**src/rtl/core/tpcd_pkg.sv**
```systemverilog
// Shared types and constants for the timebase, breathing PWM and charge detect block.
`timescale 1ns / 1ps
`default_nettype none

package tpcd_pkg;

   // Event kinds carried by the action field
   localparam logic ACTION_TICK = 1'b0;
   localparam logic ACTION_EDGE = 1'b1;

   // Breathing LED
   localparam logic [3:0]  PWM_PERIOD        = 4'd12;
   localparam logic [10:0] BREATH_STEP_TICKS = 11'd1600;
   localparam logic [3:0]  DUTY_RESET        = 4'd10;
   localparam logic [3:0]  DUTY_FLOOR        = 4'd1;

   // Timebase
   localparam logic [5:0] TICKS_PER_PERIOD    = 6'd40;
   localparam logic [7:0] PERIODS_PER_SECOND  = 8'd250;
   localparam logic [6:0] HALF_SECOND_PERIODS = 7'd125;
   localparam logic [5:0] MINUTE_SECONDS      = 6'd60;
   localparam logic [2:0] IDLE_CLEAR_SECONDS  = 3'd5;

   // Task strobe decode on the 4 ms count
   localparam logic [3:0] ADC_ENABLE_NIBBLE   = 4'he;
   localparam logic [3:0] BATTERY_TASK_NIBBLE = 4'hf;
   localparam logic [1:0] ADC_TASK_BITS       = 2'h3;

   // Configuration register reset values
   localparam logic [7:0]  CHARGE_FULL_MINUTES_RESET = 8'd60;
   localparam logic [15:0] PULSE_GAP_LOW_RESET       = 16'd170;
   localparam logic [15:0] PULSE_GAP_HIGH_RESET      = 16'd350;

   localparam int CSR_DATA_WIDTH  = 16;
   localparam int CSR_INDEX_WIDTH = 2;

   typedef enum logic [CSR_INDEX_WIDTH-1:0] {
      CSR_CHARGE_FULL_MINUTES = 2'd0,
      CSR_PULSE_GAP_LOW       = 2'd1,
      CSR_PULSE_GAP_HIGH      = 2'd2
   } csr_index_type;

   typedef struct packed {
      logic [7:0]  charge_full_minutes;
      logic [15:0] pulse_gap_low;
      logic [15:0] pulse_gap_high;
   } cfg_type;

   typedef struct packed {
      logic action;
      logic breathe_enable;
      logic battery_low;
      logic battery_above_4v1;
      logic standby_mode;
   } req_item_type;

   // Timebase and charge detect results for one transaction
   typedef struct packed {
      logic        adc_enable_strobe;
      logic        battery_task_strobe;
      logic        adc_task_strobe;
      logic        buzzer_task_strobe;
      logic        key_task_strobe;
      logic        half_second_strobe;
      logic        five_second_strobe;
      logic        charging;
      logic        charge_full;
      logic [15:0] sleep_seconds;
      logic [15:0] low_battery_seconds;
   } tb_result_type;

endpackage

`default_nettype wire

```
**src/rtl/core/tpcd_if.sv**
```systemverilog
// Valid/ready channel interfaces for request and response transactions.
`timescale 1ns / 1ps
`default_nettype none

interface tpcd_req_if;
   logic valid;
   logic ready;
   logic action;
   logic breathe_enable;
   logic battery_low;
   logic battery_above_4v1;
   logic standby_mode;

   modport source (
      output valid, action, breathe_enable, battery_low, battery_above_4v1, standby_mode,
      input  ready
   );
   modport sink (
      input  valid, action, breathe_enable, battery_low, battery_above_4v1, standby_mode,
      output ready
   );
endinterface

interface tpcd_rsp_if;
   logic        valid;
   logic        ready;
   logic        led_level;
   logic        adc_enable_strobe;
   logic        battery_task_strobe;
   logic        adc_task_strobe;
   logic        buzzer_task_strobe;
   logic        key_task_strobe;
   logic        half_second_strobe;
   logic        five_second_strobe;
   logic        charging;
   logic        charge_full;
   logic [15:0] sleep_seconds;
   logic [15:0] low_battery_seconds;

   modport source (
      output valid, led_level, adc_enable_strobe, battery_task_strobe, adc_task_strobe,
             buzzer_task_strobe, key_task_strobe, half_second_strobe, five_second_strobe,
             charging, charge_full, sleep_seconds, low_battery_seconds,
      input  ready
   );
   modport sink (
      input  valid, led_level, adc_enable_strobe, battery_task_strobe, adc_task_strobe,
             buzzer_task_strobe, key_task_strobe, half_second_strobe, five_second_strobe,
             charging, charge_full, sleep_seconds, low_battery_seconds,
      output ready
   );
endinterface

`default_nettype wire

```
**src/rtl/core/tpcd_breath.sv**
```systemverilog
// Breathing LED: PWM phase counter with a duty that ramps up and down.
`timescale 1ns / 1ps
`default_nettype none

module tpcd_breath
   import tpcd_pkg::*;
(
   input  wire logic clock,
   input  wire logic reset,
   input  wire logic step_en,
   output logic      led_in
);

   logic [3:0]  phase_ff, phase_in, phase_v;
   logic [10:0] breath_ff, breath_in, breath_v;
   logic [3:0]  duty_ff, duty_in, duty_v;
   logic        ramp_down_ff, ramp_down_in, ramp_down_v;
   logic        led_ff, led_v;

   // Work out one PWM step
   always_comb begin
      phase_v     = phase_ff + 4'd1;
      breath_v    = (breath_ff != '1) ? breath_ff + 11'd1 : breath_ff;
      duty_v      = duty_ff;
      ramp_down_v = ramp_down_ff;
      led_v       = led_ff;

      if (phase_v == duty_ff) begin
         led_v = 1'b1;
      end
      if (phase_v >= PWM_PERIOD) begin
         led_v   = 1'b0;
         phase_v = '0;
      end

      // Move the duty one step at the end of each breath interval
      if (breath_v >= BREATH_STEP_TICKS) begin
         breath_v = '0;
         if (!ramp_down_ff) begin
            if (duty_ff != '1) begin
               duty_v = duty_ff + 4'd1;
            end
            if (duty_v >= PWM_PERIOD) begin
               ramp_down_v = 1'b1;
            end
         end else begin
            if (duty_ff != '0) begin
               duty_v = duty_ff - 4'd1;
            end
            if (duty_v <= DUTY_FLOOR) begin
               ramp_down_v = 1'b0;
            end
         end
      end
   end

   // Hold everything unless a breathing tick arrives
   always_comb begin
      phase_in     = step_en ? phase_v     : phase_ff;
      breath_in    = step_en ? breath_v    : breath_ff;
      duty_in      = step_en ? duty_v      : duty_ff;
      ramp_down_in = step_en ? ramp_down_v : ramp_down_ff;
      led_in       = step_en ? led_v       : led_ff;
   end

   always_ff @(posedge clock) begin
      if (reset) begin
         phase_ff     <= '0;
         breath_ff    <= '0;
         duty_ff      <= DUTY_RESET;
         ramp_down_ff <= 1'b0;
         led_ff       <= 1'b0;
      end else begin
         phase_ff     <= phase_in;
         breath_ff    <= breath_in;
         duty_ff      <= duty_in;
         ramp_down_ff <= ramp_down_in;
         led_ff       <= led_in;
      end
   end

endmodule

`default_nettype wire

```
**src/rtl/core/tpcd_timebase.sv**
```systemverilog
// Tick divider, task strobes, saturating time counters and charger pulse detector.
`timescale 1ns / 1ps
`default_nettype none

module tpcd_timebase
   import tpcd_pkg::*;
(
   input  wire logic          clock,
   input  wire logic          reset,
   input  wire logic          step_en,
   input  wire req_item_type  item,
   input  wire cfg_type       cfg,
   output tb_result_type      result
);

   logic [5:0]  tick_ff, tick_in, tick_inc;
   logic [7:0]  period_ff, period_in, period_inc;
   logic [6:0]  half_ff, half_in, half_inc;
   logic [5:0]  minute_sec_ff, minute_sec_in, sec_v;
   logic [2:0]  idle_ff, idle_in, idle_v;
   logic [15:0] edge_gap_ff, edge_gap_in;
   logic [1:0]  valid_pulses_ff, valid_pulses_in;
   logic        charging_ff, charging_in;
   logic [7:0]  full_minutes_ff, full_minutes_in, full_minutes_v;
   logic        full_ff, full_in;
   logic [15:0] sleep_ff, sleep_in;
   logic [15:0] low_batt_ff, low_batt_in;
   logic        gap_ok;

   function automatic logic multiple_of_five(input logic [5:0] value);
      logic hit;
      hit = 1'b0;
      for (int k = 0; k <= 12; k++) begin
         if (value == 6'(5 * k)) begin
            hit = 1'b1;
         end
      end
      return hit;
   endfunction

   assign gap_ok = (edge_gap_ff > cfg.pulse_gap_low) && (edge_gap_ff < cfg.pulse_gap_high);

   // Next state and strobes for one transaction
   always_comb begin
      tick_ff_hold: begin
         tick_in         = tick_ff;
         period_in       = period_ff;
         half_in         = half_ff;
         minute_sec_in   = minute_sec_ff;
         idle_in         = idle_ff;
         edge_gap_in     = edge_gap_ff;
         valid_pulses_in = valid_pulses_ff;
         charging_in     = charging_ff;
         full_minutes_in = full_minutes_ff;
         full_in         = full_ff;
         sleep_in        = sleep_ff;
         low_batt_in     = low_batt_ff;
      end
      tick_inc       = tick_ff + 6'd1;
      period_inc     = period_ff + 8'd1;
      half_inc       = half_ff + 7'd1;
      sec_v          = minute_sec_ff;
      idle_v         = idle_ff;
      full_minutes_v = full_minutes_ff;

      result.adc_enable_strobe   = 1'b0;
      result.battery_task_strobe = 1'b0;
      result.adc_task_strobe     = 1'b0;
      result.buzzer_task_strobe  = 1'b0;
      result.key_task_strobe     = 1'b0;
      result.half_second_strobe  = 1'b0;
      result.five_second_strobe  = 1'b0;

      if (step_en) begin
         if (item.action == ACTION_EDGE) begin
            // Check the gap since the previous charger edge
            if (gap_ok) begin
               if (valid_pulses_ff >= 2'd2) begin
                  charging_in = 1'b1;
               end
               if (valid_pulses_ff != '1) begin
                  valid_pulses_in = valid_pulses_ff + 2'd1;
               end
               idle_in = '0;
            end
            sleep_in    = '0;
            edge_gap_in = '0;
         end else begin
            tick_in = tick_inc;
            if (tick_inc >= TICKS_PER_PERIOD) begin
               // End of a 4 ms period
               tick_in   = '0;
               period_in = period_inc;
               half_in   = half_inc;
               result.adc_enable_strobe   = (period_inc[3:0] == ADC_ENABLE_NIBBLE);
               result.battery_task_strobe = (period_inc[3:0] == BATTERY_TASK_NIBBLE);
               result.adc_task_strobe     = (period_inc[1:0] == ADC_TASK_BITS);
               result.buzzer_task_strobe  = 1'b1;
               result.key_task_strobe     = period_inc[1];
               if (edge_gap_ff != '1) begin
                  edge_gap_in = edge_gap_ff + 16'd1;
               end

               // End of a second
               if (period_inc >= PERIODS_PER_SECOND) begin
                  period_in = '0;
                  sec_v     = minute_sec_ff + 6'd1;
                  idle_v    = idle_ff + 3'd1;
                  if (item.standby_mode && sleep_ff != '1) begin
                     sleep_in = sleep_ff + 16'd1;
                  end
                  if (item.battery_low && low_batt_ff != '1) begin
                     low_batt_in = low_batt_ff + 16'd1;
                  end
                  result.five_second_strobe = multiple_of_five(sec_v);
               end

               if (half_inc >= HALF_SECOND_PERIODS) begin
                  result.half_second_strobe = 1'b1;
                  half_in = '0;
               end

               // Drop charging after too long without a valid pulse
               if (idle_v >= IDLE_CLEAR_SECONDS) begin
                  idle_in         = '0;
                  valid_pulses_in = '0;
                  charging_in     = 1'b0;
               end else begin
                  idle_in = idle_v;
               end

               // End of a minute: count charge-full time
               if (sec_v >= MINUTE_SECONDS) begin
                  minute_sec_in = '0;
                  if (item.battery_above_4v1) begin
                     if (full_minutes_ff != '1) begin
                        full_minutes_v = full_minutes_ff + 8'd1;
                     end
                     if (full_minutes_v >= cfg.charge_full_minutes) begin
                        full_in = 1'b1;
                     end
                     full_minutes_in = full_minutes_v;
                  end
               end else begin
                  minute_sec_in = sec_v;
               end
            end
         end
      end

      result.charging            = charging_in;
      result.charge_full         = full_in;
      result.sleep_seconds       = sleep_in;
      result.low_battery_seconds = low_batt_in;
   end

   always_ff @(posedge clock) begin
      if (reset) begin
         tick_ff         <= '0;
         period_ff       <= '0;
         half_ff         <= '0;
         minute_sec_ff   <= '0;
         idle_ff         <= '0;
         edge_gap_ff     <= '0;
         valid_pulses_ff <= '0;
         charging_ff     <= 1'b0;
         full_minutes_ff <= '0;
         full_ff         <= 1'b0;
         sleep_ff        <= '0;
         low_batt_ff     <= '0;
      end else begin
         tick_ff         <= tick_in;
         period_ff       <= period_in;
         half_ff         <= half_in;
         minute_sec_ff   <= minute_sec_in;
         idle_ff         <= idle_in;
         edge_gap_ff     <= edge_gap_in;
         valid_pulses_ff <= valid_pulses_in;
         charging_ff     <= charging_in;
         full_minutes_ff <= full_minutes_in;
         full_ff         <= full_in;
         sleep_ff        <= sleep_in;
         low_batt_ff     <= low_batt_in;
      end
   end

   // Charging is only ever set together with the pulse count reaching its limit
   assert property (@(posedge clock) disable iff (reset)
      charging_ff |-> (valid_pulses_ff == 2'd3))
      else $error("charging set without three valid pulses");

   // Charge-full flag is sticky
   assert property (@(posedge clock) disable iff (reset)
      full_ff |=> full_ff)
      else $error("charge-full flag dropped");

   // Seconds only advance as the 4 ms count rolls over
   assert property (@(posedge clock) disable iff (reset)
      !$stable(minute_sec_ff) && !$past(reset) |-> (period_ff == '0) && (tick_ff == '0))
      else $error("second count moved off a period boundary");

   // Edge gap clears on every charger edge
   assert property (@(posedge clock) disable iff (reset)
      step_en && item.action == ACTION_EDGE |=> edge_gap_ff == '0)
      else $error("edge gap not cleared on edge");

endmodule

`default_nettype wire

```
**src/rtl/core/timebase_breath_pwm_charge_detect_top.sv**
```systemverilog
// Top level: input and result registers, configuration registers, breathing LED and timebase.
//
// Request channel (req_ch): one transaction is either a 100 us tick (action 0) or a
// charger line edge (action 1), with the status inputs sampled along with it.
// Response channel (rsp_ch): exactly one result transaction per request: LED drive,
// task strobes, charging and charge-full flags, sleep and low-battery seconds.
// Configuration (csr_*): write-only registers, index 0 charge-full minutes, 1 low gap
// bound, 2 high gap bound; the user must write them only while no transaction is in
// flight; the block itself does not enforce this. An accepted request is registered,
// processed once the result register is free, and its result registered for rsp_ch.
// Throughput: one transaction per cycle while rsp_ch.ready holds; the state update
// is a single pass of short counter logic between the request and result registers.
// Reset (synchronous, active high) clears all counters and flags, sets the duty to
// ten and loads the configuration defaults 60, 170 and 350.
// When the receiver stalls, the result register holds its transaction and one more
// request still sits in the request register; req_ch.ready then drops until
// the result is taken.
`timescale 1ns / 1ps
`default_nettype none

module timebase_breath_pwm_charge_detect_top
   import tpcd_pkg::*;
(
   input  wire logic                       clock,
   input  wire logic                       reset,
   tpcd_req_if.sink                        req_ch,
   tpcd_rsp_if.source                      rsp_ch,
   input  wire logic                       csr_wr_en,
   input  wire logic [CSR_INDEX_WIDTH-1:0] csr_index,
   input  wire logic [CSR_DATA_WIDTH-1:0]  csr_wr_data
);

   cfg_type       cfg_ff, cfg_in;
   logic          req_valid_ff, req_valid_in;
   req_item_type  req_item_ff, req_item_in;
   logic          rsp_valid_ff, rsp_valid_in;
   logic          advance;
   logic          breath_step;
   logic          led_in;
   logic          led_level_ff;
   tb_result_type tb_result;
   tb_result_type tb_result_ff;

   // Configuration writes
   always_comb begin
      cfg_in = cfg_ff;
      if (csr_wr_en) begin
         case (csr_index)
            CSR_CHARGE_FULL_MINUTES: cfg_in.charge_full_minutes = csr_wr_data[7:0];
            CSR_PULSE_GAP_LOW:       cfg_in.pulse_gap_low       = csr_wr_data;
            CSR_PULSE_GAP_HIGH:      cfg_in.pulse_gap_high      = csr_wr_data;
            default:                 cfg_in = cfg_ff;
         endcase
      end
   end

   // Advance the registered request when the result register is free
   assign advance      = req_valid_ff && (!rsp_valid_ff || rsp_ch.ready);
   assign req_ch.ready = !req_valid_ff || advance;

   always_comb begin
      req_valid_in = req_valid_ff;
      req_item_in  = req_item_ff;
      if (req_ch.ready) begin
         req_valid_in                  = req_ch.valid;
         req_item_in.action            = req_ch.action;
         req_item_in.breathe_enable    = req_ch.breathe_enable;
         req_item_in.battery_low       = req_ch.battery_low;
         req_item_in.battery_above_4v1 = req_ch.battery_above_4v1;
         req_item_in.standby_mode      = req_ch.standby_mode;
      end
      rsp_valid_in = rsp_valid_ff;
      if (advance) begin
         rsp_valid_in = 1'b1;
      end else if (rsp_ch.ready) begin
         rsp_valid_in = 1'b0;
      end
   end

   assign breath_step = advance && (req_item_ff.action == ACTION_TICK)
                        && req_item_ff.breathe_enable;

   tpcd_breath u_breath (
      .clock   (clock),
      .reset   (reset),
      .step_en (breath_step),
      .led_in  (led_in)
   );

   tpcd_timebase u_timebase (
      .clock   (clock),
      .reset   (reset),
      .step_en (advance),
      .item    (req_item_ff),
      .cfg     (cfg_ff),
      .result  (tb_result)
   );

   // Control registers
   always_ff @(posedge clock) begin
      if (reset) begin
         req_valid_ff               <= 1'b0;
         rsp_valid_ff               <= 1'b0;
         cfg_ff.charge_full_minutes <= CHARGE_FULL_MINUTES_RESET;
         cfg_ff.pulse_gap_low       <= PULSE_GAP_LOW_RESET;
         cfg_ff.pulse_gap_high      <= PULSE_GAP_HIGH_RESET;
      end else begin
         req_valid_ff <= req_valid_in;
         rsp_valid_ff <= rsp_valid_in;
         cfg_ff       <= cfg_in;
      end
   end

   // Payload registers
   always_ff @(posedge clock) begin
      req_item_ff <= req_item_in;
      if (advance) begin
         led_level_ff <= led_in;
         tb_result_ff <= tb_result;
      end
   end

   assign rsp_ch.valid               = rsp_valid_ff;
   assign rsp_ch.led_level           = led_level_ff;
   assign rsp_ch.adc_enable_strobe   = tb_result_ff.adc_enable_strobe;
   assign rsp_ch.battery_task_strobe = tb_result_ff.battery_task_strobe;
   assign rsp_ch.adc_task_strobe     = tb_result_ff.adc_task_strobe;
   assign rsp_ch.buzzer_task_strobe  = tb_result_ff.buzzer_task_strobe;
   assign rsp_ch.key_task_strobe     = tb_result_ff.key_task_strobe;
   assign rsp_ch.half_second_strobe  = tb_result_ff.half_second_strobe;
   assign rsp_ch.five_second_strobe  = tb_result_ff.five_second_strobe;
   assign rsp_ch.charging            = tb_result_ff.charging;
   assign rsp_ch.charge_full         = tb_result_ff.charge_full;
   assign rsp_ch.sleep_seconds       = tb_result_ff.sleep_seconds;
   assign rsp_ch.low_battery_seconds = tb_result_ff.low_battery_seconds;

endmodule

`default_nettype wire
```
**src/flat_wrapper.sv**
```systemverilog
// flat-port wrapper written by rule: the top's interface ports become plain ports
module timebase_breath_pwm_charge_detect_top_flat import tpcd_pkg::*;
  (clock, reset, csr_wr_en, csr_index, csr_wr_data, req_ch_valid, req_ch_action, req_ch_breathe_enable, req_ch_battery_low, req_ch_battery_above_4v1, req_ch_standby_mode, req_ch_ready, rsp_ch_valid, rsp_ch_led_level, rsp_ch_adc_enable_strobe, rsp_ch_battery_task_strobe, rsp_ch_adc_task_strobe, rsp_ch_buzzer_task_strobe, rsp_ch_key_task_strobe, rsp_ch_half_second_strobe, rsp_ch_five_second_strobe, rsp_ch_charging, rsp_ch_charge_full, rsp_ch_sleep_seconds, rsp_ch_low_battery_seconds, rsp_ch_ready);
  tpcd_req_if req_ch_i ();
  tpcd_rsp_if rsp_ch_i ();
  input  wire logic clock;
  input  wire logic reset;
  input  wire logic csr_wr_en;
  input  wire logic [CSR_INDEX_WIDTH-1:0] csr_index;
  input  wire logic [CSR_DATA_WIDTH-1:0] csr_wr_data;
  input wire logic [$bits(req_ch_i.valid)-1:0] req_ch_valid;
  input wire logic [$bits(req_ch_i.action)-1:0] req_ch_action;
  input wire logic [$bits(req_ch_i.breathe_enable)-1:0] req_ch_breathe_enable;
  input wire logic [$bits(req_ch_i.battery_low)-1:0] req_ch_battery_low;
  input wire logic [$bits(req_ch_i.battery_above_4v1)-1:0] req_ch_battery_above_4v1;
  input wire logic [$bits(req_ch_i.standby_mode)-1:0] req_ch_standby_mode;
  output wire logic [$bits(req_ch_i.ready)-1:0] req_ch_ready;
  output wire logic [$bits(rsp_ch_i.valid)-1:0] rsp_ch_valid;
  output wire logic [$bits(rsp_ch_i.led_level)-1:0] rsp_ch_led_level;
  output wire logic [$bits(rsp_ch_i.adc_enable_strobe)-1:0] rsp_ch_adc_enable_strobe;
  output wire logic [$bits(rsp_ch_i.battery_task_strobe)-1:0] rsp_ch_battery_task_strobe;
  output wire logic [$bits(rsp_ch_i.adc_task_strobe)-1:0] rsp_ch_adc_task_strobe;
  output wire logic [$bits(rsp_ch_i.buzzer_task_strobe)-1:0] rsp_ch_buzzer_task_strobe;
  output wire logic [$bits(rsp_ch_i.key_task_strobe)-1:0] rsp_ch_key_task_strobe;
  output wire logic [$bits(rsp_ch_i.half_second_strobe)-1:0] rsp_ch_half_second_strobe;
  output wire logic [$bits(rsp_ch_i.five_second_strobe)-1:0] rsp_ch_five_second_strobe;
  output wire logic [$bits(rsp_ch_i.charging)-1:0] rsp_ch_charging;
  output wire logic [$bits(rsp_ch_i.charge_full)-1:0] rsp_ch_charge_full;
  output wire logic [$bits(rsp_ch_i.sleep_seconds)-1:0] rsp_ch_sleep_seconds;
  output wire logic [$bits(rsp_ch_i.low_battery_seconds)-1:0] rsp_ch_low_battery_seconds;
  input wire logic [$bits(rsp_ch_i.ready)-1:0] rsp_ch_ready;
  assign req_ch_i.valid = req_ch_valid;
  assign req_ch_i.action = req_ch_action;
  assign req_ch_i.breathe_enable = req_ch_breathe_enable;
  assign req_ch_i.battery_low = req_ch_battery_low;
  assign req_ch_i.battery_above_4v1 = req_ch_battery_above_4v1;
  assign req_ch_i.standby_mode = req_ch_standby_mode;
  assign req_ch_ready = req_ch_i.ready;
  assign rsp_ch_valid = rsp_ch_i.valid;
  assign rsp_ch_led_level = rsp_ch_i.led_level;
  assign rsp_ch_adc_enable_strobe = rsp_ch_i.adc_enable_strobe;
  assign rsp_ch_battery_task_strobe = rsp_ch_i.battery_task_strobe;
  assign rsp_ch_adc_task_strobe = rsp_ch_i.adc_task_strobe;
  assign rsp_ch_buzzer_task_strobe = rsp_ch_i.buzzer_task_strobe;
  assign rsp_ch_key_task_strobe = rsp_ch_i.key_task_strobe;
  assign rsp_ch_half_second_strobe = rsp_ch_i.half_second_strobe;
  assign rsp_ch_five_second_strobe = rsp_ch_i.five_second_strobe;
  assign rsp_ch_charging = rsp_ch_i.charging;
  assign rsp_ch_charge_full = rsp_ch_i.charge_full;
  assign rsp_ch_sleep_seconds = rsp_ch_i.sleep_seconds;
  assign rsp_ch_low_battery_seconds = rsp_ch_i.low_battery_seconds;
  assign rsp_ch_i.ready = rsp_ch_ready;
  timebase_breath_pwm_charge_detect_top u_core (.clock(clock), .reset(reset), .req_ch(req_ch_i), .rsp_ch(rsp_ch_i), .csr_wr_en(csr_wr_en), .csr_index(csr_index), .csr_wr_data(csr_wr_data));
endmodule
```
**config.mk**
```make
export PLATFORM = sky130hd
export DESIGN_NAME = timebase_breath_pwm_charge_detect_top_flat
export DESIGN_NICKNAME = d
export VERILOG_FILES = /design/src/rtl/core/tpcd_pkg.sv /design/src/rtl/core/tpcd_if.sv /design/src/rtl/core/tpcd_breath.sv /design/src/rtl/core/tpcd_timebase.sv /design/src/rtl/core/timebase_breath_pwm_charge_detect_top.sv /design/src/flat_wrapper.sv
export SDC_FILE = /design/constraint.sdc
export NUM_CORES = 1
export LEC_CHECK = 0
export BUFFER_PORTS_ARGS = -buffer_cell sky130_fd_sc_hd__buf_2
export CORE_MARGIN = 3
export CORE_UTILIZATION = 30
export CTS_CLUSTER_DIAMETER = 120
export DETAILED_ROUTE_END_ITERATION = 8
export PLACE_DENSITY = 0.56
export SLEW_MARGIN = 10
export SYNTH_ARGS = -nofsm -noshare
export SYNTH_HDL_FRONTEND = slang
export SYNTH_SLANG_ARGS = --single-unit
export TNS_END_PERCENT = 10
```
**constraint.sdc**
```tcl
create_clock -name clock -period 3.1 [get_ports clock]
set_input_delay 0.31 -clock clock [delete_from_list [all_inputs] [get_ports clock]]
set_output_delay 0.31 -clock clock [all_outputs]
set_load 0.05 [all_outputs]
```
==> results of run 1 <==
## routing by layer
metal  wire length, um  vias up  GRT usage (%)
met5                 0        -              0
met4               419        0           4.29
met3               836       24           2.16
met2             10800      126           21.8
met1             12600     3976           19.3
li1                  -     4366              -
## stage by stage
stage / util [%] / cells / setup slack (ns)
6_report: 35.3 / 1732 / 0.256
3_3_place_gp: 33.5 / 1700 / 0.273
5_1_grt: 35.3 / 1732 / 0.0363
2_1_floorplan: - / 1197 / 0.172
3_5_place_dp: 33.5 / 1700 / 0.168
4_1_cts: 35.3 / 1732 / 0.148
## registers in the layout (all words and copies together), names as in the netlist, 4 cells and up
register                           cells
u_core.req_item_ff                     5
u_core.cfg_ff                         40
u_core.u_breath.breath_ff             11
u_core.u_breath.phase_ff               4
u_core.u_breath.duty_ff                4
u_core.u_timebase.minute_sec_ff        6
u_core.rsp_ch.sleep_seconds           16
u_core.u_timebase.low_batt_ff         16
u_core.u_timebase.full_minutes_ff      8
u_core.u_timebase.half_ff              7
u_core.u_timebase.edge_gap_ff         16
u_core.u_timebase.tick_ff              6
u_core.u_timebase.sleep_ff            16
u_core.u_timebase.period_ff            8
u_core.rsp_ch.low_battery_seconds     16
## repair_timing
item                                    in CTS  in global routing
gates resized for setup                      0                  4
hold endpoints to repair                     0                  0
endpoints found under the setup margin       0                 11
## power breakdown
part	internal (mW)	total, mW	switching, mW	leakage [nW]
Sequential	2.72	2.74	0.0262	1.66
Clock	1.15	2.22	1.07	0.293
Combinational	0.0829	0.338	0.255	2.53
## cells in the mapped netlist (all sizes together) (3+ instances only)
| master | n |
|---|---|
| dfxtp | 153 |
| nand2 | 148 |
| nor2 | 125 |
| a21oi | 93 |
| inv | 71 |
| ha | 63 |
| nand3 | 49 |
| edfxtp | 47 |
| o21ai | 47 |
| xnor2 | 44 |
| clkbuf | 36 |
| o211ai | 30 |
| nand4 | 29 |
| nor3 | 29 |
| and2 | 26 |
| xor2 | 25 |
| and3 | 18 |
| or3 | 16 |
| nand2b | 13 |
| nor2b | 13 |
| nor4 | 11 |
| o31ai | 11 |
| and4 | 8 |
| a31oi | 7 |
| buf | 7 |
| o41ai | 6 |
| or2 | 5 |
| or4 | 5 |
| a211oi | 4 |
| mux2i | 4 |
| nand3b | 4 |
| a211o | 3 |
| a22oi | 3 |
| and3b | 3 |
| mux2 | 3 |
| nor3b | 3 |
| o221ai | 3 |
## cells by family (layout without fill, tap and decap cells)
family	count (synthesis)	in the layout	synth area share, %
AOI/OAI and AO/OA	233	233	14.0
xor gates and xnor gates	69	69	5.81
adders and majority gates	63	63	7.57
buffers and inverters	115	202	4.24
DFF	200	200	43.0
muxes	7	7	0.709
and+or+nand+nor	510	510	24.7
## layout make-up
class / instances / area share, %
Timing Repair Buffer: 98 / 4.67
Multi-Input combinational cell: 882 / 46.0
Sequential cell: 200 / 37.5
Inverter: 72 / 2.26
Tap cell: 448 / 4.69
Clock inverter: 12 / 0.869
Clock buffer: 20 / 4.00
## worst reg2reg max path, cell delays in order (launching register included)
cell,delay [ns]
dfxtp_2,0.42
ha_1,0.26
and3b_1,0.19
o221ai_1,0.22
a221o_4,0.56
nor3_2,0.18
o2111ai_1,0.13
buf_4,0.20
or2_1,0.32
a31o_1,0.25
## final timing paths
path,from,end,cells past startpoint
hold reg to reg,u_core.cfg_ff[20],u_core.cfg_ff[20],2
setup reg to reg,u_core.u_timebase.period_ff[0],u_core.u_timebase.full_minutes_ff[7],9
setup / recovery,u_core.u_timebase.period_ff[0],u_core.u_timebase.full_minutes_ff[7],9
hold / removal,req_ch_battery_low,u_core.req_item_ff[2],1
==> flow_metrics.env, run 1 <==
export IMPL_drive_gt1_share_pct=12.3
export IMPL_crit_path_top_delay_cell="a221o_4"
export IMPL_cts_setup_buffers=0
export IMPL_wl_per_cell_um=14.3
export IMPL_fmax_mhz=352
export IMPL_outcome="completed"
export IMPL_multi_input_area_um2=5500
export IMPL_n_antenna_cell=0
export IMPL_synth_main_ff_cell="dfxtp_1"
export IMPL_place_congestion=0.803
export IMPL_period_needed_ns=2.84
export IMPL_placed_area_um2=11400
export IMPL_fin_area_um2=11900
export IMPL_port_buffer_count=71
export IMPL_post_dp_hpwl_um=17800
export IMPL_row_count=67
export IMPL_drv_slew=0
export IMPL_synth_edf_count=47
export IMPL_wl_um=24700
export IMPL_dieWidth_um=192
export IMPL_crit_arrival_ns=3.18
export IMPL_crit_chain="ha_1 -> and3b_1 -> o221ai_1 -> a221o_4 -> nor3_2 -> o2111ai_1 -> buf_4 -> or2_1 -> a31o_1"
export IMPL_yosysSeqAreaShare_pct=43.0
export IMPL_grt_usage_pct=13.8
export IMPL_vdd_drop_max_v=0.000353
export IMPL_grt_pass1_vias=8245
export IMPL_core_area_um2=33900
export IMPL_fillers=3559
export IMPL_worst_ep_required_time_ns=3.44
export IMPL_yosysTopAreaCell="dfxtp_1"
export IMPL_syn_area_um2=10400
export IMPL_total_power_mw=5.30
export IMPL_drtIter0Drc=490
export IMPL_post_route_period_util_pct=91.7
export IMPL_cts_buffer_depth=2
export IMPL_tns_ns=0
export IMPL_ant_nets=0
export IMPL_die_h_um=192
export IMPL_maxSlewHeadroom_pct=39.8
export IMPL_start_util_pct=30.7
export IMPL_grt_max_degree=42
export IMPL_cts_inserted_buffers=17
export IMPL_nets=1362
export IMPL_syn_to_final_growth_pct=14.8
export IMPL_synth_seq_cells=200
export IMPL_layout_common_cells="dfxtp_1, nand2_1, nor2_1, a21oi_1, buf_2"
export IMPL_vias=8492
export IMPL_ys_warnings_count=0
export IMPL_power_density_nw_per_um2=444
export IMPL_hold_viol=0
export IMPL_timing_hold_ws_ns=0.0443
export IMPL_worstMarginPinSlew_ns=0.903
export IMPL_critical_path_class="reg -> reg"
export IMPL_rsz0062_at_grt="false"
export IMPL_critPathBufInv=1
export IMPL_max_cap_viol_count=0
export IMPL_syn_area_per_cell_um2=8.69
export IMPL_start_kind="register"
export IMPL_overflow=0
export IMPL_synth_top_area_share_pct=29.4
export IMPL_ctsHoldBuffers=0
export IMPL_cts_tree="built"
export IMPL_leakage_nw=4.48
export IMPL_path_max_fanout=15
export IMPL_end_kind="register"
export IMPL_postSynthCellCount=1197
export IMPL_ctsRootBufferMaster="clkbuf_16"
export IMPL_hp_class="in -> reg"
export IMPL_clk_latency_ns=0.45
export IMPL_clkSlewWorstSetupHoldPaths_ns=0.07
export IMPL_drc=0
export IMPL_clock_sinks=200
export IMPL_seq_area_um2=4480
export IMPL_grt_antenna_before_repair=0
export IMPL_grt_pass1_wl_um=41500
export IMPL_setup_viol=0
export IMPL_clock_skew_ns=0.0120
export IMPL_ios=72
export IMPL_max_stage_delay_ns=0.56
export IMPL_synth_cell_types=75
export IMPL_synth_fp_nets=1288
export IMPL_async_flop_share_pct=0
export IMPL_synth_area_leaders="dfxtp_1, edfxtp_1, ha_1"
export IMPL_h_tree_depth=4
export IMPL_drtPass1Iterations=5
export IMPL_die_area_um2=37000
export IMPL_vias_per_cell=4.90
export IMPL_r2r_slack_ns=0.26
export IMPL_path_delay_family="compound AO/OA/AOI/OAI gates"
export IMPL_final_common_cell="dfxtp_1"
No activity file was read; power rests on OpenSTA's default activity.
==> inputs of run 2 (changes only) <==
- CORE_ASPECT_RATIO: default -> 1.2
==> flow_metrics.env, run 2 (synthesis gave the netlist of run 1 again) <==
export IMPL_max_cap_viol_count=0
export IMPL_clock_skew_ns=0.00930
export IMPL_wl_per_cell_um=13.7
export IMPL_hp_class="in -> reg"
export IMPL_die_h_um=210
export IMPL_place_inst=1706
export IMPL_wl_um=23800
export IMPL_drtIter0Drc=460
export IMPL_place_congestion=0.834
export IMPL_cts_inserted_buffers=17
export IMPL_drtPass1Iterations=6
export IMPL_wl_met1_um=11500
export IMPL_ios=72
export IMPL_grt_max_degree=67
export IMPL_worstMarginPinSlew_ns=0.885
export IMPL_grt_usage_pct=13.1
export IMPL_vias=8521
export IMPL_grt_pass1_wl_um=40100
export IMPL_end_kind="register"
export IMPL_crit_arrival_ns=3.13
export IMPL_fmax_mhz=340
export IMPL_rsz0062_at_grt="true"
export IMPL_port_buffer_count=71
export IMPL_regMostFlops="u_core.cfg_ff"
export IMPL_crit_chain="ha_1 -> and3b_1 -> o221ai_1 -> a221oi_2 -> a21oi_1 -> o2111ai_1 -> buf_4 -> or2_1 -> o21bai_1"
export IMPL_layout_common_cells="dfxtp_1, nand2_1, nor2_1, a21oi_1, buf_2"
export IMPL_seq_area_um2=4480
export IMPL_worst_ep_required_time_ns=3.29
export IMPL_power_density_nw_per_um2=453
export IMPL_ctsHoldBuffers=0
export IMPL_row_count=74
export IMPL_grt_pass1_vias=8182
export IMPL_path_max_fanout=12
export IMPL_setup_viol=0
export IMPL_clk_latency_ns=0.44
export IMPL_final_common_cell="dfxtp_1"
export IMPL_total_power_mw=5.43
export IMPL_crit_path_top_delay_cell="a221oi_2"
export IMPL_drive_gt1_share_pct=12.0
export IMPL_clock_sinks=200
export IMPL_cts_tree="built"
export IMPL_die_area_um2=37000
export IMPL_ctsRootBufferMaster="clkbuf_16"
export IMPL_wl_met2_um=11200
export IMPL_post_route_util_pct=35.1
export IMPL_vdd_drop_max_v=0.000361
export IMPL_cts_buffer_depth=2
export IMPL_drv_slew=0
export IMPL_vias_per_cell=4.90
export IMPL_max_stage_delay_ns=0.54
export IMPL_hold_viol=0
export IMPL_h_tree_depth=4
export IMPL_multi_input_area_um2=5500
export IMPL_maxSlewHeadroom_pct=41.0
export IMPL_cts_setup_buffers=0
export IMPL_period_needed_ns=2.94
export IMPL_post_route_period_util_pct=94.9
export IMPL_nets=1360
export IMPL_placed_area_um2=11400
export IMPL_leakage_nw=4.49
export IMPL_critical_path_class="reg -> reg"
export IMPL_dieWidth_um=176
export IMPL_outcome="completed"
export IMPL_core_area_um2=34200
export IMPL_largest_reg_flops=40
export IMPL_fin_area_um2=12000
export IMPL_wl_met3_um=830
export IMPL_routed_top_layer="met4"
export IMPL_overflow=0
export IMPL_post_dp_hpwl_um=17100
export IMPL_grt_antenna_before_repair=1
export IMPL_start_util_pct=30.5
export IMPL_hold_depth=1
export IMPL_ant_nets=0
export IMPL_r2r_slack_ns=0.16
export IMPL_syn_to_final_growth_pct=15.3
export IMPL_fin_cells=1739
export IMPL_clkSlewWorstSetupHoldPaths_ns=0.08
export IMPL_drc=0
export IMPL_ff2ff_path_depth=9
export IMPL_fillers=3502
export IMPL_start_kind="register"
==> run 2: metrics by stage <==
| stage | hold slack [ns] | setup TNS (ns) | worst slack, ns |
|---|---|---|---|
| 2_1_floorplan | 0.409 | 0 | 0.172 |
| 3_3_place_gp | 0.434 | 0 | 0.250 |
| 3_5_place_dp | 0.448 | 0 | 0.157 |
| 4_1_cts | 0.0244 | 0 | 0.153 |
| 5_1_grt | 0.0165 | -0.0484 | -0.0267 |
| 6_report | 0.0467 | 0 | 0.159 |
==> run 2: cell type report <==
type,count,area share (%)
multi-input cells,882,45.9
flip-flops and latches,200,37.3
well taps,456,4.75
repair buffers,96,4.53
clock buffers,17,3.55
inverters,72,2.25
clock inverters,15,1.73
diodes,1,0.0209
==> run 2: worst max-delay path: cells and delay by family (launching register included) <==
family / cells / cell delay [ns]
AO/OA/AOI/OAI: 5 / 1.28
flip-flops: 1 / 0.46
AND/OR/NAND/NOR: 2 / 0.44
adder cells (fa/ha/maj): 1 / 0.29
buffers and inverters: 1 / 0.22
==> run 2: where the power goes <==
group	total, mW	internal, mW	switching, mW
Clock	2.35	1.24	1.11
Combinational	0.334	0.0822	0.252
Sequential	2.74	2.72	0.0257
==> run 2: worst paths after layout <==
path | from | end
worst max-delay path | u_core.u_timebase.period_ff[1] | u_core.rsp_ch.charge_full
worst min register to register | u_core.cfg_ff[15] | u_core.cfg_ff[15]
worst min-delay path | req_ch_standby_mode | u_core.req_item_ff[0]
worst max register to register | u_core.u_timebase.period_ff[1] | u_core.rsp_ch.charge_full
==> run 2: routing by layer <==
metal | global-route usage, % | vias to the layer above
met5 | 0 | -
met4 | 3.74 | 0
met1 | 17.1 | 3994
met2 | 22.2 | 139
li1 | - | 4366
met3 | 2.38 | 22
==> run 2: timing repair <==
item / in CTS / in global routing
endpoints found under the setup margin: 0 / 6
resized for setup: 0 / 2
hold endpoints to repair: 0 / 0
